<file path="config.mk">
export PLATFORM = sky130hd
export DESIGN_NAME = trivium_keystream_xor_core
export DESIGN_NICKNAME = d
export VERILOG_FILES = /design/src/rtl/trv_pkg.sv /design/src/rtl/trv_lane.sv /design/src/rtl/trv_core.sv /design/src/rtl/trivium_keystream_xor_core.sv
export SDC_FILE = /design/constraint.sdc
export NUM_CORES = 1
export LEC_CHECK = 0
export ABC_AREA = 1
export BUFFER_PORTS_ARGS = -buffer_cell sky130_fd_sc_hd__buf_4
export CORE_ASPECT_RATIO = 0.7
export CORE_UTILIZATION = 50
export DETAILED_ROUTE_END_ITERATION = 8
export GPL_ROUTABILITY_DRIVEN = 0
export GPL_TIMING_DRIVEN = 1
export HOLD_SLACK_MARGIN = 0.1
export PLACE_DENSITY_LB_ADDON = 0.1
export SETUP_SLACK_MARGIN = 0.02
export SKIP_CTS_REPAIR_TIMING = 1
export SYNTH_ARGS = -nofsm -noshare
export SYNTH_HDL_FRONTEND = slang
export SYNTH_SLANG_ARGS = --single-unit
</file>
<file path="constraint.sdc">
create_clock -name clock -period 5.4 [get_ports clock]
set_clock_uncertainty 0.1 [all_clocks]
set_input_delay 0.81 -clock clock [delete_from_list [all_inputs] [get_ports clock]]
set_output_delay 0.81 -clock clock [all_outputs]
set_load 0.01 [all_outputs]
</file>
<file path="src/rtl/trv_pkg.sv">
// Shared types and constants for the Trivium keystream XOR core.
// Used by trv_lane, trv_core and trivium_keystream_xor_core; no dependencies.
package trv_pkg;

   localparam int LEN_A     = 93;
   localparam int LEN_B     = 84;
   localparam int LEN_C     = 111;
   localparam int KEY_W     = 80;
   localparam int HALF_W    = 64;
   localparam int HIGH_W    = KEY_W - HALF_W;
   localparam int BYTE_W    = 8;
   localparam int NUM_LANES = BYTE_W;
   localparam int CSR_W     = 64;
   localparam int CSR_IDX_W = 2;

   localparam logic OP_RESTART = 1'b0;
   localparam logic OP_CIPHER  = 1'b1;

   typedef enum logic [CSR_IDX_W-1:0] {
      CSR_KEY_LOW  = 2'd0,
      CSR_KEY_HIGH = 2'd1,
      CSR_IV_LOW   = 2'd2,
      CSR_IV_HIGH  = 2'd3
   } trv_csr_type;

   typedef enum logic {
      PH_IDLE = 1'b0,
      PH_WARM = 1'b1
   } trv_phase_type;

   typedef struct packed {
      logic [LEN_C-1:0] c;
      logic [LEN_B-1:0] b;
      logic [LEN_A-1:0] a;
   } trv_state_type;

   typedef struct packed {
      logic load;
      logic cipher;
   } trv_ctrl_type;

endpackage

</file>
<file path="src/rtl/trv_lane.sv">
// One Trivium state update: next state and one keystream bit.
// Depends on trv_pkg.
module trv_lane (
   input  trv_pkg::trv_state_type st_cur,
   output trv_pkg::trv_state_type st_next,
   output logic                   ks_bit
);
   import trv_pkg::*;

   logic ta;
   logic tb;
   logic tc;

   always_comb begin
      ta     = st_cur.a[65] ^ st_cur.a[92];
      tb     = st_cur.b[68] ^ st_cur.b[83];
      tc     = st_cur.c[65] ^ st_cur.c[110];
      ks_bit = ta ^ tb ^ tc;
      st_next.a = {st_cur.a[LEN_A-2:0],
                   tc ^ (st_cur.c[108] & st_cur.c[109]) ^ st_cur.a[68]};
      st_next.b = {st_cur.b[LEN_B-2:0],
                   ta ^ (st_cur.a[90] & st_cur.a[91]) ^ st_cur.b[77]};
      st_next.c = {st_cur.c[LEN_C-2:0],
                   tb ^ (st_cur.b[81] & st_cur.b[82]) ^ st_cur.c[86]};
   end

endmodule

</file>
<file path="src/rtl/trv_core.sv">
// Cipher state, eight chained update lanes, byte merge and warm-up sequencer.
// Depends on trv_pkg and trv_lane.
module trv_core #(
   parameter int WARMUP_STEPS = 1152
) (
   input  logic                        clock,
   input  logic                        reset,
   input  trv_pkg::trv_ctrl_type       ctrl,
   input  logic [trv_pkg::KEY_W-1:0]   key,
   input  logic [trv_pkg::KEY_W-1:0]   iv,
   input  logic [trv_pkg::BYTE_W-1:0]  data_byte,
   output logic [trv_pkg::BYTE_W-1:0]  out_byte,
   output logic                        busy
);
   import trv_pkg::*;

   localparam int CntW = $clog2(WARMUP_STEPS + 2);

   trv_phase_type phase_ff;
   trv_phase_type phase_in;
   trv_state_type st_ff;
   trv_state_type st_in;
   trv_state_type st_init;
   trv_state_type chain [NUM_LANES+1];
   logic [NUM_LANES-1:0] ks_bits;
   logic [BYTE_W-1:0]    ks_byte;
   logic [CntW-1:0]      rem_ff;
   logic [CntW-1:0]      rem_in;
   logic                 full_step;

   assign chain[0] = st_ff;

   for (genvar i = 0; i < NUM_LANES; i++) begin : g_lane
      trv_lane u_lane (
         .st_cur  (chain[i]),
         .st_next (chain[i+1]),
         .ks_bit  (ks_bits[i])
      );
      assign ks_byte[BYTE_W-1-i] = ks_bits[i];
   end

   assign out_byte = data_byte ^ ks_byte;

   assign st_init.a = {{(LEN_A-KEY_W){1'b0}}, key};
   assign st_init.b = {{(LEN_B-KEY_W){1'b0}}, iv};
   assign st_init.c = {3'b111, {(LEN_C-3){1'b0}}};

   assign full_step = 32'(rem_ff) >= 32'(NUM_LANES);

   always_comb begin
      rem_in = rem_ff;
      st_in  = st_ff;
      if (ctrl.load) begin
         rem_in = CntW'(WARMUP_STEPS);
         st_in  = st_init;
      end else if (phase_ff == PH_WARM) begin
         if (full_step) begin
            rem_in = rem_ff - CntW'(NUM_LANES);
            st_in  = chain[NUM_LANES];
         end else begin
            rem_in = rem_ff - CntW'(1);
            st_in  = chain[1];
         end
      end else if (ctrl.cipher) begin
         st_in = chain[NUM_LANES];
      end
   end

   always_comb begin
      phase_in = phase_ff;
      unique case (phase_ff)
         PH_IDLE: begin
            if (ctrl.load && WARMUP_STEPS != 0) begin
               phase_in = PH_WARM;
            end
         end
         PH_WARM: begin
            if (rem_in == '0) begin
               phase_in = PH_IDLE;
            end
         end
         default: phase_in = PH_IDLE;
      endcase
   end

   always_comb begin
      unique case (phase_ff)
         PH_IDLE: busy = 1'b0;
         PH_WARM: busy = 1'b1;
         default: busy = 1'b0;
      endcase
   end

   always_ff @(posedge clock) begin
      if (reset) begin
         phase_ff <= PH_IDLE;
         rem_ff   <= '0;
         st_ff    <= '0;
      end else begin
         phase_ff <= phase_in;
         rem_ff   <= rem_in;
         st_ff    <= st_in;
      end
   end

endmodule

</file>
<file path="src/rtl/trivium_keystream_xor_core.sv">
// Top level of the Trivium keystream XOR block: key/IV registers, handshake
// and result register around trv_core. Depends on trv_pkg and trv_core.
//
//   channel  direction  transfer when          payload
//   req_*    in         req_valid & !req_stall req_op, req_data_byte
//   rsp_*    out        rsp_valid & !rsp_stall rsp_out_byte
//   csr_*    in         csr_we                 csr_index, csr_wdata
//
// A data byte passes through the eight chained update lanes and its result is
// registered in the cycle after it is accepted; a new byte transfers every
// cycle while the result register drains. A restart loads key and IV, then runs
// WARMUP_STEPS steps, eight per cycle while eight or more remain, else one per cycle;
// req_stall is high throughout. Reset (synchronous) clears state and keys.
// req_stall is also high while a result waits under rsp_stall.
module trivium_keystream_xor_core #(
   parameter int WARMUP_STEPS = 1152
) (
   input  logic                            clock,
   input  logic                            reset,
   input  logic                            req_valid,
   output logic                            req_stall,
   input  logic                            req_op,
   input  logic [7:0]                      req_data_byte,
   output logic                            rsp_valid,
   input  logic                            rsp_stall,
   output logic [7:0]                      rsp_out_byte,
   input  logic                            csr_we,
   input  logic [trv_pkg::CSR_IDX_W-1:0]   csr_index,
   input  logic [trv_pkg::CSR_W-1:0]       csr_wdata
);
   import trv_pkg::*;

   logic [HALF_W-1:0] key_low_ff;
   logic [HIGH_W-1:0] key_high_ff;
   logic [HALF_W-1:0] iv_low_ff;
   logic [HIGH_W-1:0] iv_high_ff;
   logic              rsp_valid_ff;
   logic              rsp_valid_in;
   logic [BYTE_W-1:0] rsp_out_byte_ff;
   logic [BYTE_W-1:0] core_byte;
   logic              busy;
   logic              accept;
   trv_ctrl_type      ctrl;

   assign req_stall    = busy | (rsp_valid_ff & rsp_stall);
   assign accept       = req_valid & ~req_stall;
   assign ctrl.load    = accept & (req_op == OP_RESTART);
   assign ctrl.cipher  = accept & (req_op == OP_CIPHER);
   assign rsp_valid_in = ctrl.cipher | (rsp_valid_ff & rsp_stall);
   assign rsp_valid    = rsp_valid_ff;
   assign rsp_out_byte = rsp_out_byte_ff;

   trv_core #(
      .WARMUP_STEPS (WARMUP_STEPS)
   ) u_core (
      .clock     (clock),
      .reset     (reset),
      .ctrl      (ctrl),
      .key       ({key_high_ff, key_low_ff}),
      .iv        ({iv_high_ff, iv_low_ff}),
      .data_byte (req_data_byte),
      .out_byte  (core_byte),
      .busy      (busy)
   );

   always_ff @(posedge clock) begin
      if (reset) begin
         key_low_ff  <= '0;
         key_high_ff <= '0;
         iv_low_ff   <= '0;
         iv_high_ff  <= '0;
      end else if (csr_we) begin
         unique case (trv_csr_type'(csr_index))
            CSR_KEY_LOW:  key_low_ff  <= csr_wdata;
            CSR_KEY_HIGH: key_high_ff <= csr_wdata[HIGH_W-1:0];
            CSR_IV_LOW:   iv_low_ff   <= csr_wdata;
            CSR_IV_HIGH:  iv_high_ff  <= csr_wdata[HIGH_W-1:0];
            default: ;
         endcase
      end
   end

   always_ff @(posedge clock) begin
      if (reset) begin
         rsp_valid_ff <= 1'b0;
      end else begin
         rsp_valid_ff <= rsp_valid_in;
      end
   end

   // hold the byte until the transfer completes
   always_ff @(posedge clock) begin
      if (ctrl.cipher) begin
         rsp_out_byte_ff <= core_byte;
      end
   end

endmodule

</file>
==> key figures, run 1 <==
Power
  • Switch Pwr: 2.74 mW
  • Seq pwr share: 44.7%
  • Leak Pwr: 10.4 nW
  • Comb pwr share: 18.5%
  • Worst VDD drop: 0.000232 V
  • Internal: 6.32 mW
  • Sw frac: 30.2%
  • Pwr Density: 383 nW/um2
  • Clock network power share: 36.8%

Drt
  • Vias per std cell: 5.69
  • Final antenna-violating net count: 0
  • DR WL/cell: 18.8 um
  • DRC: 0
  • Initial DRT Pass Iterations: 6
  • Vias: 19,200
  • Routed wire length: 63,300 um
  • 1st-iter DRT viols: 1,967

Synth
  • Post-synthesis mux area share: 3.70%
  • Compound-Gate Fraction of Synth Area: 26.9%
  • Share of the synthesized area in the top cell type: 42.7%
  • FFs w/ async S/R, synth: 0%
  • Adder-Cell Fraction of Synth Area: 0.231%
  • Most frequent cell after synthesis: dfxtp_1
  • Mean post-synth cell area: 7.62 um2
  • Post-Synth XOR/XNOR Area: 3.93%
  • Simple-gate share of the synthesized area: 9.81%
  • Register bit count reported by yosys: 469
  • EDFF count, synth: 8
  • Top_reg_cell synth: dfxtp_1
  • Synth Net Count: 2,925
  • Area contributors post-synth: dfxtp_1, a21oi_1, o21ai_0, inv_1, o211ai_1
  • Largest family of logic cells by synthesized area: compound AO/OA/AOI/OAI gates
  • Top cells by count, synth: dfxtp_1, a21oi_1, inv_1, o21ai_0, nor2_1
  • Synth Instances: 2,841
  • Largest area contributor in the netlist: dfxtp_1
  • Yosys cell types: 36
  • Synthesized area: 21,600 um2
  • Sequential fraction of the synthesis area: 43.8%
  • Yosys warnings: 0

Global routing
  • Largest net degree at the start of global routing: 152
  • Vias in the first global route: 17,200
  • First-pass GRT wire length: 99,300 um
  • Overflow after GRT: 0
  • Total track usage: 28.3%
  • Initial antenna violation count: 1

Placement
  • IO Port Bufs: 89
  • Detailed placer's ending HPWL: 40,600 um
  • Pre-CTS setup slack: 2.01 ns
  • Post-placement cell count: 3,286

Timing
  • Post-Route Setup TNS: 0 ns
  • Worst slew pin tran: 1.15 ns
  • Slew margin rel.: 23.1%
  • RSZ-0062 raised after global routing: false
  • Final Hold Violating Endpoints: 0
  • Final worst-path cycle share: 63.5%
  • Min cycle time layout: 3.43 ns
  • Final setup violating endpoints: 0
  • Max Slew Vio Count: 0
  • Fmax: 292 MHz
  • Hold slack: 0.345 ns
  • Setup WS post-layout: 1.97 ns

Clock tree
  • CTS tree: done
  • Clock-pin slew on the worst setup and hold paths: 0.06 ns
  • H-tree depth: 2
  • TritonCTS Buffers: 47
  • Root Driver: clkbuf_16
  • Worst-Skew Late Latency: 0.57 ns
  • CTS Buffer Depth: 3
  • Num Clock Sinks: 469

Die
  • Core area: 42,500 um2
  • Starting Density: 50.9%
  • Die H: 176 um
  • Die X: 251 um
  • IO Pins: 90
  • Die area: 44,100 um2
  • # rows: 63

Outcome
  • Status: complete, no violations

Finish
  • Layout Utilization: 55.7%
  • Final cell count without fillers: 3,369
  • Share of layout cells above drive strength 1: 7.53%
  • Final-stage net count: 2,867
  • Area Growth Syn to Fin: 9.48%
  • N_diodes: 0

Worst setup path
  • Worst Path Max Fanout: 76
  • CP Capture Type: register
  • Req. time, crit path: 5.80 ns
  • Critical path arrival: 3.83 ns
  • CP Launch Type: register
  • WS Path Type: register to register

Run
  • # Max-Cap Violations: 0

Min path
  • Hold Path Class: register to register
[registers in the layout (all words and copies together) (netlist names)]
signal / cells
iv_high_ff: 16
iv_low_ff: 64
key_high_ff: 16
key_low_ff: 64
rsp_out_byte: 8
rsp_valid: 1
u_core.chain: 288
u_core.phase_ff: 1
u_core.rem_ff: 11
[cells by family after synthesis]
kind of cell    count (synthesis)
compound gates               1058
xor+xnor                       97
fa+ha+maj                       4
buf+inv                       602
flops                         469
mux                            80
simple gates                  531
[final timing paths]
path              startpoint                  to  slack, ns  cells after the start
max reg2reg  u_core.phase_ff  u_core.chain[2406]       1.97                     10
min             iv_low_ff[3]        iv_low_ff[3]       0.34                      2
min reg2reg     iv_low_ff[3]        iv_low_ff[3]       0.34                      2
max          u_core.phase_ff  u_core.chain[2406]       1.97                     10
[power by group through the flow]
stage                     clock network [mW]  registers, mW  logic [mW]
after global routing                    3.52           4.08        1.85
after global placement                     0           4.11        1.62
after CTS                               3.37           4.04        1.66
final                                   3.34           4.05        1.68
after detailed placement                   0           4.11        1.65
after floorplan                            0           4.02        1.23
[cell usage in the layout (no fill, tap or decap), types with 45 or more instances in the layout]
cell / n
clkbuf_16: 47
a21oi_1: 424
xor2_1: 52
o211ai_1: 121
nor2_1: 239
nand2_1: 226
inv_1: 368
dfxtp_1: 461
mux2i_1: 80
buf_4: 110
xnor2_1: 45
o21ai_1: 171
o21ai_0: 287
nand3_1: 45
[layer usage]
layer | global-route usage (%) | vias to the layer above | wire, um
li1 | - | 9402 | -
met5 | 0 | - | 0
met4 | 5.06 | 0 | 700
met3 | 4.58 | 59 | 5310
met1 | 45.4 | 9071 | 32100
met2 | 39.1 | 644 | 25200
[through the flow]
| stage | total power [mW] | instance area [um2] |
|---|---|---|
| detailed placement | 5.76 | 22100 |
| finish | 9.06 | 23700 |
| global placement | 5.73 | 22100 |
| CTS | 9.07 | 23700 |
| floorplan | 5.25 | 21600 |
| global route | 9.45 | 23700 |
[worst max-delay path: stages, from the launching register on]
cell       delay [ns]
dfxtp_1          0.73
inv_2            0.21
nand4_1          0.19
inv_2            0.15
nor2_4           0.18
buf_4            0.47
buf_4            0.81
a21oi_1          0.07
o21ai_0          0.12
o2111ai_1        0.13
inv_1            0.09
[area by class of cell]
type,count,area (um2)
flip-flops and latches,469,9470
fillers,4069,18800
repair buffers,112,866
multi-input cells,1770,9660
well taps,552,691
clock inverters,15,181
inverters,383,1460
clock buffers,68,1370
Power figures use the tool's default switching activity.
==> run 2: changes to the inputs <==
--- a/config.mk
+++ b/config.mk
@@ -5,7 +5,7 @@
 export SDC_FILE = /design/constraint.sdc
 export NUM_CORES = 1
 export LEC_CHECK = 0
-export ABC_AREA = 1
+export ABC_AREA = 0
 export BUFFER_PORTS_ARGS = -buffer_cell sky130_fd_sc_hd__buf_4
 export CORE_ASPECT_RATIO = 0.7
 export CORE_UTILIZATION = 50
==> constraint.sdc (replaced) <==
create_clock -name clock -period 3.23 [get_ports clock]
set_clock_uncertainty 0.1 [all_clocks]
set_input_delay 0.4845 -clock clock [delete_from_list [all_inputs] [get_ports clock]]
set_output_delay 0.4845 -clock clock [all_outputs]
set_load 0.01 [all_outputs]
==> key figures, run 2 <==
Die
  • IO Pins: 90 (unchanged)
  • Starting Density: 51.0% (was 50.9%)
  • Die X: 247 um (was 251 um)
  • # rows: 62 (was 63)
  • Core area: 41,200 um2 (was 42,500 um2)
  • Die H: 173 um (was 176 um)
  • Die area: 42,800 um2 (was 44,100 um2)

Worst setup path
  • Worst Path Max Fanout: 31 (was 76)
  • Launch point of the worst path: u_core.rem_ff[3] (was u_core.phase_ff)
  • Reg2Reg Depth: 9 (was 10)
  • CP Launch Type: register (unchanged)
  • WS Path Type: register to register (unchanged)
  • Critical path arrival: 3.15 ns (was 3.83 ns)
  • Launch point of the worst reg-to-reg path: u_core.rem_ff[3] (was u_core.phase_ff)
  • Req. time, crit path: 3.64 ns (was 5.80 ns)
  • Reg2Reg Setup Slack: 0.49 ns (was 1.97 ns)
  • CP Capture Type: register (unchanged)
  • RR Endpoint: u_core.chain[2476] (was u_core.chain[2406])
  • CP endpoint: u_core.chain[2476] (was u_core.chain[2406])

Global routing
  • Overflow after GRT: 0 (unchanged)
  • First-pass GRT wire length: 98,700 um (was 99,300 um)
  • Initial antenna violation count: 2 (was 1)
  • Total track usage: 28.5% (was 28.3%)
  • Vias in the first global route: 17,800 (was 17,200)
  • Largest net degree at the start of global routing: 105 (was 152)

Drt
  • Initial DRT Pass Iterations: 8 (was 6)
  • DRC: 7 (was 0)
  • DR WL/cell: 18.1 um (was 18.8 um)
  • Routed wire length: 62,400 um (was 63,300 um)
  • Vias: 19,900 (was 19,200)
  • Final antenna-violating net count: 0 (unchanged)
  • 1st-iter DRT viols: 2,110 (was 1,967)
  • Vias per std cell: 5.78 (was 5.69)

Power
  • Switch Pwr: 4.38 mW (was 2.74 mW)
  • Comb pwr share: 17.3% (was 18.5%)
  • Pwr Density: 617 nW/um2 (was 383 nW/um2)
  • Clock network power share: 36.7% (was 36.8%)
  • Leak Pwr: 8.65 nW (was 10.4 nW)
  • Seq pwr share: 46.0% (was 44.7%)
  • Sw frac: 29.6% (was 30.2%)
  • Worst VDD drop: 0.000376 V (was 0.000232 V)
  • Internal: 10.4 mW (was 6.32 mW)

Outcome
  • Status: finished with violations (was complete, no violations)
  • Failing checks: design-rule violations

Timing
  • Max Slew Vio Count: 0 (unchanged)
  • RSZ-0062 raised after global routing: false (unchanged)
  • Final Hold Violating Endpoints: 0 (unchanged)
  • Slew margin rel.: 46.4% (was 23.1%)
  • Post-Route Setup TNS: 0 ns (unchanged)
  • Min cycle time layout: 2.74 ns (was 3.43 ns)
  • Final setup violating endpoints: 0 (unchanged)
  • Worst slew pin tran: 0.805 ns (was 1.15 ns)
  • Final worst-path cycle share: 84.8% (was 63.5%)
  • Fmax: 365 MHz (was 292 MHz)

Clock tree
  • TritonCTS Buffers: 46 (was 47)
  • CTS Buffer Depth: 3 (unchanged)
  • Worst-Skew Late Latency: 0.57 ns (about the same)
  • H-tree depth: 2 (unchanged)
  • Root Driver: clkbuf_16 (unchanged)
  • CTS tree: done (unchanged)
  • Num Clock Sinks: 469 (unchanged)
  • Clock-pin slew on the worst setup and hold paths: 0.07 ns (was 0.06 ns)

Run
  • # Max-Cap Violations: 0 (unchanged)

Finish
  • Final-stage net count: 2,945 (was 2,867)
  • Layout Utilization: 58.2% (was 55.7%)
  • Area Growth Syn to Fin: 14.3% (was 9.48%)
  • Number of flip-flops under the largest register name: 288 (unchanged)
  • Commonest non-fill, non-tap cell in the layout: nand2_1 (was dfxtp_1)
  • N_diodes: 0 (unchanged)
  • Share of layout cells above drive strength 1: 7.84% (was 7.53%)
  • Filler cells: 3,862 (was 4,069)
  • Most frequent cells in the layout: nand2_1, nor2_1, dfxtp_1, a21oi_1, a31oi_1 (was dfxtp_1, a21oi_1, inv_1, o21ai_0, nor2_1)

Synth
  • Synth Instances: 2,861 (was 2,841)
  • Synth Net Count: 2,945 (was 2,925)
  • Register bit count reported by yosys: 469 (unchanged)
  • Area contributors post-synth: dfxtp_1, nand2_1, nor2_1, a311oi_1, a31oi_1 (was dfxtp_1, a21oi_1, o21ai_0, inv_1, o211ai_1)
  • EDFF count, synth: 8 (unchanged)
  • Sequential fraction of the synthesis area: 45.1% (was 43.8%)
  • FFs w/ async S/R, synth: 0% (unchanged)
  • Yosys warnings: 0 (unchanged)
  • Synthesized area: 21,000 um2 (was 21,600 um2)
  • Top_reg_cell synth: dfxtp_1 (unchanged)
  • Largest area contributor in the netlist: dfxtp_1 (unchanged)
  • Share of the synthesized area in the top cell type: 44.0% (was 42.7%)
  • Top cells by count, synth: nand2_1, nor2_1, dfxtp_1, a21oi_1, a31oi_1 (was dfxtp_1, a21oi_1, inv_1, o21ai_0, nor2_1)
  • Yosys cell types: 52 (was 36)
  • Mean post-synth cell area: 7.34 um2 (was 7.62 um2)
  • Most frequent cell after synthesis: nand2_1 (was dfxtp_1)

Placement
  • Detailed placer's ending HPWL: 41,400 um (was 40,600 um)
  • IO Port Bufs: 89 (unchanged)

Min path
  • Hold Crit Depth: 3 (was 2)
  • Hold Path Class: primary input to register (was register to register)
## run 2: cells by family (layout without fill, tap and decap cells)
| group | after synthesis | after routing | share of synthesized area [%] |
|---|---|---|---|
| DFF | 469 | 469 | 45.1 |
| xor gates and xnor gates | 96 | 96 | 4.51 |
| buffers and inverters | 244 | 279 | 5.13 |
| adders and majority gates | 4 | 4 | 0.238 |
| and+or+nand+nor | 1412 | 1412 | 26.2 |
| AOI/OAI and AO/OA | 634 | 634 | 18.8 |
| muxes | 2 | 2 | 0.0954 |
## run 2: how the worst min path moves through the flow
stage	to	slack, ns	from
6_report	key_low_ff[35]	0.09	csr_wdata[35]
5_1_grt	iv_low_ff[56]	0.10	csr_wdata[56]
4_1_cts	iv_low_ff[18]	0.05	csr_wdata[18]
3_5_place_dp	iv_low_ff[37]	0.35	iv_low_ff[37]
3_3_place_gp	key_high_ff[1]	0.34	key_high_ff[1]
2_1_floorplan	iv_high_ff[15]	0.34	iv_high_ff[15]
## run 2: cell type report
class                      count  area (um2)  area share, %
timing repair buffer         190        1820           7.60
inverter                       6        22.5         0.0939
sequential                   469        9470           39.5
clock buffer                  76        1440           5.99
clock inverter                 7        63.8          0.266
tap                          544         681           2.84
multi-input combinational   2148       10500           43.7
## run 2: metrics by stage
stage	power (mW)	worst slack, ns	instances	hold WS, ns	cell area [um2]
after floorplan	8.50	1.18	2861	0.336	21000
after global placement	9.35	0.596	3311	0.342	22000
after detailed placement	9.40	0.581	3311	0.347	22000
after CTS	14.8	0.553	3394	0.0539	23500
after global routing	15.4	0.269	3440	0.103	24000
final	14.8	0.491	3440	0.0901	24000
## run 2: routing by layer
metal	wire length (um)	part of all wire [%]	vias up	track usage, %
li1	-	-	9604	-
met1	30800	49	9484	46.0
met2	25300	41	723	38.9
met3	5230	8.4	83	4.71
met4	1020	1.6	4	5.68
met5	25	0.040	-	0
## run 2: power by group through the flow
| stage | sequential [mW] | combinational (mW) | clock, mW |
|---|---|---|---|
| floorplan | 6.71 | 1.79 | 0 |
| global placement | 6.90 | 2.45 | 0 |
| detailed placement | 6.91 | 2.49 | 0 |
| CTS | 6.78 | 2.50 | 5.50 |
| global route | 6.85 | 2.85 | 5.74 |
| finish | 6.81 | 2.57 | 5.43 |
## run 2: worst max-delay path, cell delays in order, from the launching register on
cell	delay, ns
dfxtp_1	0.41
inv_1	0.19
ha_1	0.28
nand2_1	0.16
and4b_4	0.70
buf_4	0.44
nand2_1	0.10
a21oi_1	0.13
a221oi_1	0.06
nor2_1	0.10
